### src/hw/rtl/sloa_ram.sv
// Generic simple dual-port RAM: one write port, one registered read port.
// No dependencies.
`timescale 1ns / 1ps
`default_nettype none
module sloa_ram #(
    parameter int WIDTH = 8,
    parameter int DEPTH = 64
) (
    input  wire logic                     i_clk,
    input  wire logic                     i_we,
    input  wire logic [$clog2(DEPTH)-1:0] i_waddr,
    input  wire logic [WIDTH-1:0]         i_wdata,
    input  wire logic [$clog2(DEPTH)-1:0] i_raddr,
    output logic      [WIDTH-1:0]         o_rdata
);
    logic [WIDTH-1:0] r_mem [DEPTH];

    always_ff @(posedge i_clk) begin
        if (i_we) r_mem[i_waddr] <= i_wdata;
        o_rdata <= r_mem[i_raddr];
    end
endmodule
`default_nettype wire
### config.mk
export PLATFORM = sky130hd
export DESIGN_NAME = sloa_ram
export DESIGN_NICKNAME = d
export VERILOG_FILES = /design/src/hw/rtl/sloa_ram.sv
export SDC_FILE = /design/constraint.sdc
export NUM_CORES = 1
export LEC_CHECK = 0
export ABC_AREA = 1
export BUFFER_PORTS_ARGS = -buffer_cell sky130_fd_sc_hd__buf_2
export CAP_MARGIN = 10
export CELL_PAD_IN_SITES_DETAIL_PLACEMENT = 2
export CELL_PAD_IN_SITES_GLOBAL_PLACEMENT = 2
export CORE_UTILIZATION = 44
export DETAILED_ROUTE_END_ITERATION = 12
export GPL_TIMING_DRIVEN = 0
export MAX_ROUTING_LAYER = met4
export PLACE_DENSITY = 0.88
export REMOVE_ABC_BUFFERS = 1
export SLEW_MARGIN = 20
export SYNTH_ARGS = -nofsm -noshare
export SYNTH_HDL_FRONTEND = slang
export SYNTH_SLANG_ARGS = --single-unit
export TNS_END_PERCENT = 10
### constraint.sdc
create_clock -name i_clk -period 2.6 [get_ports i_clk]
set_input_delay 0.13 -clock i_clk [delete_from_list [all_inputs] [get_ports i_clk]]
set_output_delay 0.13 -clock i_clk [all_outputs]
set_load 0.02 [all_outputs]
==> impl_results.html <==
<table>
<tr><th>Metric</th><th>Value</th></tr>
<tr><th colspan="2">Outcome</th></tr>
<tr><td>Status</td><td>finished, final reports clean</td></tr>
<tr><th colspan="2">Global routing</th></tr>
<tr><td>Global-route wire length before repair</td><td>114000 microns</td></tr>
<tr><td>Maximum number of pins on one net before global-route repair</td><td>150</td></tr>
<tr><td>Total congestion overflow after global routing</td><td>0</td></tr>
<tr><td>Number of global-route vias before repair</td><td>16500</td></tr>
<tr><td>Global-route total usage across every layer</td><td>0.326</td></tr>
<tr><td>Number of antenna violations at the first check in global routing</td><td>0</td></tr>
<tr><th colspan="2">Yosys</th></tr>
<tr><td>XOR/XNOR Fraction of Synth Area</td><td>0</td></tr>
<tr><td>Share of cell area taken by muxes after synthesis</td><td>0</td></tr>
<tr><td>Mean post-synth cell area</td><td>11.8 sq um</td></tr>
<tr><td>Netlist area before placement</td><td>21300 sq um</td></tr>
<tr><td>Sequential element share of the synthesized area</td><td>0.728</td></tr>
<tr><td>Basic-gate share of the synthesized area counting and, or, nand and nor cells</td><td>0.232</td></tr>
<tr><td>Count of yosys warnings during synthesis</td><td>0</td></tr>
<tr><td>Number of instances in the synthesized netlist</td><td>1805</td></tr>
<tr><td>Number of distinct library cells after synthesis</td><td>16</td></tr>
<tr><td>Synth Area in Compound Gates</td><td>0</td></tr>
<tr><td>Main combinational cell family by area after synthesis</td><td>simple AND/OR/NAND/NOR gates</td></tr>
<tr><td>FF+latch count, synth</td><td>520</td></tr>
<tr><td>Adder and majority cell fraction of the synthesized area</td><td>0</td></tr>
<tr><th colspan="2">CTS</th></tr>
<tr><td>Clock transition at path regs</td><td>60 ps</td></tr>
<tr><td>Count of H-tree levels built during CTS</td><td>2</td></tr>
<tr><td>Insertion delay to the later sink of the worst-skew pair</td><td>630 ps</td></tr>
<tr><td>Post-CTS setup buffer count</td><td>0</td></tr>
<tr><td>Clock tree from TritonCTS</td><td>yes</td></tr>
<tr><td>Buffer type at the clock tree root</td><td>sky130_fd_sc_hd__clkbuf_16</td></tr>
<tr><td>Maximum buffer depth of the clock tree</td><td>3</td></tr>
<tr><td>Num Clock Sinks</td><td>520</td></tr>
<tr><td>Clock buffer count from CTS</td><td>54</td></tr>
<tr><th colspan="2">Die</th></tr>
<tr><td>Number of core rows</td><td>80</td></tr>
<tr><td>Effective utilization at floorplan</td><td>0.447</td></tr>
<tr><td>Die Footprint</td><td>49400 sq um</td></tr>
<tr><td>Area of the core</td><td>47700 sq um</td></tr>
<tr><td>Die H</td><td>222 microns</td></tr>
<tr><td>Count of pins on the block boundary</td><td>30</td></tr>
<tr><td>Die width</td><td>222 microns</td></tr>
<tr><th colspan="2">Cells and area</th></tr>
<tr><td>Most common cell after layout, fill and taps aside</td><td>sky130_fd_sc_hd__nand2_1</td></tr>
<tr><td>Layout net count</td><td>1817</td></tr>
<tr><td>Post-route cell area</td><td>23600 sq um</td></tr>
<tr><td>Commonest non-fill, non-tap cells in the layout</td><td>sky130_fd_sc_hd__nand2_1 (648), sky130_fd_sc_hd__edfxtp_1 (512), sky130_fd_sc_hd__nand3_1 (439)</td></tr>
<tr><td>Fillers</td><td>4532</td></tr>
<tr><td>Relative area change from synthesis to final layout</td><td>10.8%</td></tr>
<tr><td>Share of cells above drive strength 1</td><td>0.0750</td></tr>
<tr><th colspan="2">Routing</th></tr>
<tr><td>DR pass1 iterations</td><td>5</td></tr>
<tr><td>Detailed-route DRC error count</td><td>0</td></tr>
<tr><td>Per-cell via count in the routed design</td><td>6.13</td></tr>
<tr><td>Final antenna-violating net count</td><td>0</td></tr>
<tr><td>Routed wire per std cell</td><td>31.4 microns</td></tr>
<tr><td>Number of design-rule violations left by the first detailed-router iteration</td><td>1343</td></tr>
<tr><td>Number of vias after detailed routing</td><td>15100</td></tr>
<tr><td>Detailed-route wire length</td><td>77100 microns</td></tr>
<tr><th colspan="2">Critical path</th></tr>
<tr><td>Arrival time of data at the critical path endpoint</td><td>2560 ps</td></tr>
<tr><td>R2R Setup Slk</td><td>800 ps</td></tr>
<tr><td>Nature of the critical path startpoint</td><td>primary input</td></tr>
<tr><td>Worst-path fanout max</td><td>9</td></tr>
<tr><td>R2R Path End</td><td>o_rdata[5]</td></tr>
<tr><td>Start point of the critical path</td><td>i_waddr[0]</td></tr>
<tr><td>Max stage delay cell, worst path</td><td>sky130_fd_sc_hd__nor2_1</td></tr>
<tr><td>Kind of critical path</td><td>primary input to flip-flop</td></tr>
<tr><td>Longest individual stage delay on the worst path</td><td>1150 ps</td></tr>
<tr><td>Crit path buf inv count</td><td>2</td></tr>
<tr><td>List of cells traversed by the critical path</td><td>buf_2, inv_1, nand4_1, nor2_1</td></tr>
<tr><td>Worst R2R Path Depth</td><td>8</td></tr>
<tr><td>Critical Path RT</td><td>2820 ps</td></tr>
<tr><td>Kind of end point of the critical path</td><td>flip-flop</td></tr>
<tr><td>Reg-to-Reg Start</td><td>r_mem[61][5]</td></tr>
<tr><td>Cell type group with the largest total delay on the critical path</td><td>simple AND/OR/NAND/NOR gates</td></tr>
<tr><td>Cell count along the critical path</td><td>4</td></tr>
<tr><th colspan="2">Min path</th></tr>
<tr><td>HP Class</td><td>primary input to flip-flop</td></tr>
<tr><td>Number of stages on the worst hold path</td><td>3</td></tr>
<tr><td>HP Start</td><td>i_raddr[5]</td></tr>
<tr><td>Hold Crit Endpoint</td><td>o_rdata[5]</td></tr>
<tr><th colspan="2">Timing</th></tr>
<tr><td>Peak clock frequency supported by timing</td><td>428 MHz</td></tr>
<tr><td>Setup-failing EPs final</td><td>0</td></tr>
<tr><td>Worst slew margin relative to its limit</td><td>0.250</td></tr>
<tr><td>Largest clock skew in the final design</td><td>23.4 ps</td></tr>
<tr><td>Unrepaired setup endpoints after global routing</td><td>no</td></tr>
<tr><td>Shortest clock period the worst path allows after layout</td><td>2340 ps</td></tr>
<tr><td>Number of hold violations in the final report</td><td>0</td></tr>
<tr><td>Post-layout worst setup margin</td><td>261 ps</td></tr>
<tr><td>Actual slew at the worst max-slew pin</td><td>1120 ps</td></tr>
<tr><td>Part of the cycle the worst path needs</td><td>0.899</td></tr>
<tr><td>Max Slew Vio Count</td><td>0</td></tr>
<tr><th colspan="2">Place</th></tr>
<tr><td>Placed Instance Area</td><td>21800 sq um</td></tr>
<tr><td>Post-place setup slack</td><td>-284 ps</td></tr>
<tr><td>Total half-perimeter wirelength after legalization and detailed placement</td><td>40600 microns</td></tr>
<tr><td>Global placement routability congestion</td><td>0.783</td></tr>
<tr><td>Buffers added on ports</td><td>29</td></tr>
<tr><th colspan="2">Run</th></tr>
<tr><td>MaxCap Viol Count</td><td>0</td></tr>
<tr><th colspan="2">Pwr</th></tr>
<tr><td>Static leakage power</td><td>8.42 nW</td></tr>
<tr><td>Worst supply voltage drop on vdd</td><td>0.622 mV</td></tr>
<tr><td>Power density over the cells</td><td>789 nW/um^2</td></tr>
</table>
## routing by layer
| layer | GRT usage | share of wire | up-vias | wire length [microns] |
|---|---|---|---|---|
| met2 | 0.547 | 0.51 | 710 | 39700 |
| met5 | - | 0 | - | 0 |
| met1 | 0.396 | 0.39 | 7833 | 29800 |
| li1 | - | - | 6336 | - |
| met3 | 0.0483 | 0.060 | 191 | 4600 |
| met4 | 0.129 | 0.040 | 0 | 3060 |
## flip-flops by register name, summed over array words and instances, names as in the netlist
| register | cells |
|---|---|
| r_mem | 512 |
| o_rdata | 8 |
## cells in the mapped netlist, drive strengths merged
library cell  instances  area (sq um)
nand2               648          2430
nor4                  8          50.1
dfxtp                 8           160
clkbuf               15          56.3
nand3               439          2200
nor2                 56           210
buf                  98           752
nand4                 9          56.3
edfxtp              512         15400
inv                  12          50.1
## worst reg2reg max path, stage by stage (launching register included)
cell	delay [ps]
sky130_fd_sc_hd__edfxtp_1	420
sky130_fd_sc_hd__nand2_1	100
sky130_fd_sc_hd__nand3_1	120
sky130_fd_sc_hd__nand3_1	180
sky130_fd_sc_hd__nand2_1	130
sky130_fd_sc_hd__nand2_1	190
sky130_fd_sc_hd__nand3_1	230
sky130_fd_sc_hd__nand3_1	170
sky130_fd_sc_hd__nand2_1	120
## layout make-up
cell class	count	area [sq um]	share of cell area
diodes	1	2.50	0.000106
clock inverters	25	231	0.00979
repair buffers	47	490	0.0207
well taps	615	769	0.0326
clock buffers	77	1540	0.0652
flip-flops and latches	520	15500	0.657
inverters	12	71.3	0.00302
multi-input cells	1160	5000	0.211
## kinds of logic after synthesis
family / Yosys count
buffers and inverters: 125
DFF: 520
and+or+nand+nor: 1160
## where the power goes
| part | switching [mW] | leakage [nW] | total [mW] | internal, mW |
|---|---|---|---|---|
| clock | 3.56 | 0.872 | 8.09 | 4.53 |
| sequential | 0.0247 | 4.67 | 9.30 | 9.28 |
| combinational | 0.990 | 2.88 | 1.26 | 0.271 |
## through the flow
stage	power (mW)	util	hold slack, ps	std cells	TNS, ps
floorplan	9.96	-	229	1692	-312
global placement	10.6	0.449	550	2336	-44050
detailed placement	10.7	0.456	547	2351	-13250
CTS	18.7	0.494	10.1	2454	0
global route	19.0	0.495	29.5	2456	0
finish	18.7	0.495	40.7	2457	0
## how the worst max path moves through the flow
stage / to / slack, ps
after floorplan: o_rdata[7] / -50
after global placement: o_rdata[6] / -5460
after detailed placement: r_mem[13][4] / -280
after CTS: r_mem[13][6] / 430
after global routing: r_mem[13][6] / 300
final: r_mem[32][4] / 260
## timing repair
item	in CTS	in global routing
resized for setup	0	0
hold endpoints to repair	2	0
hold buffers	1	0
(Power assumes the default switching activity.)
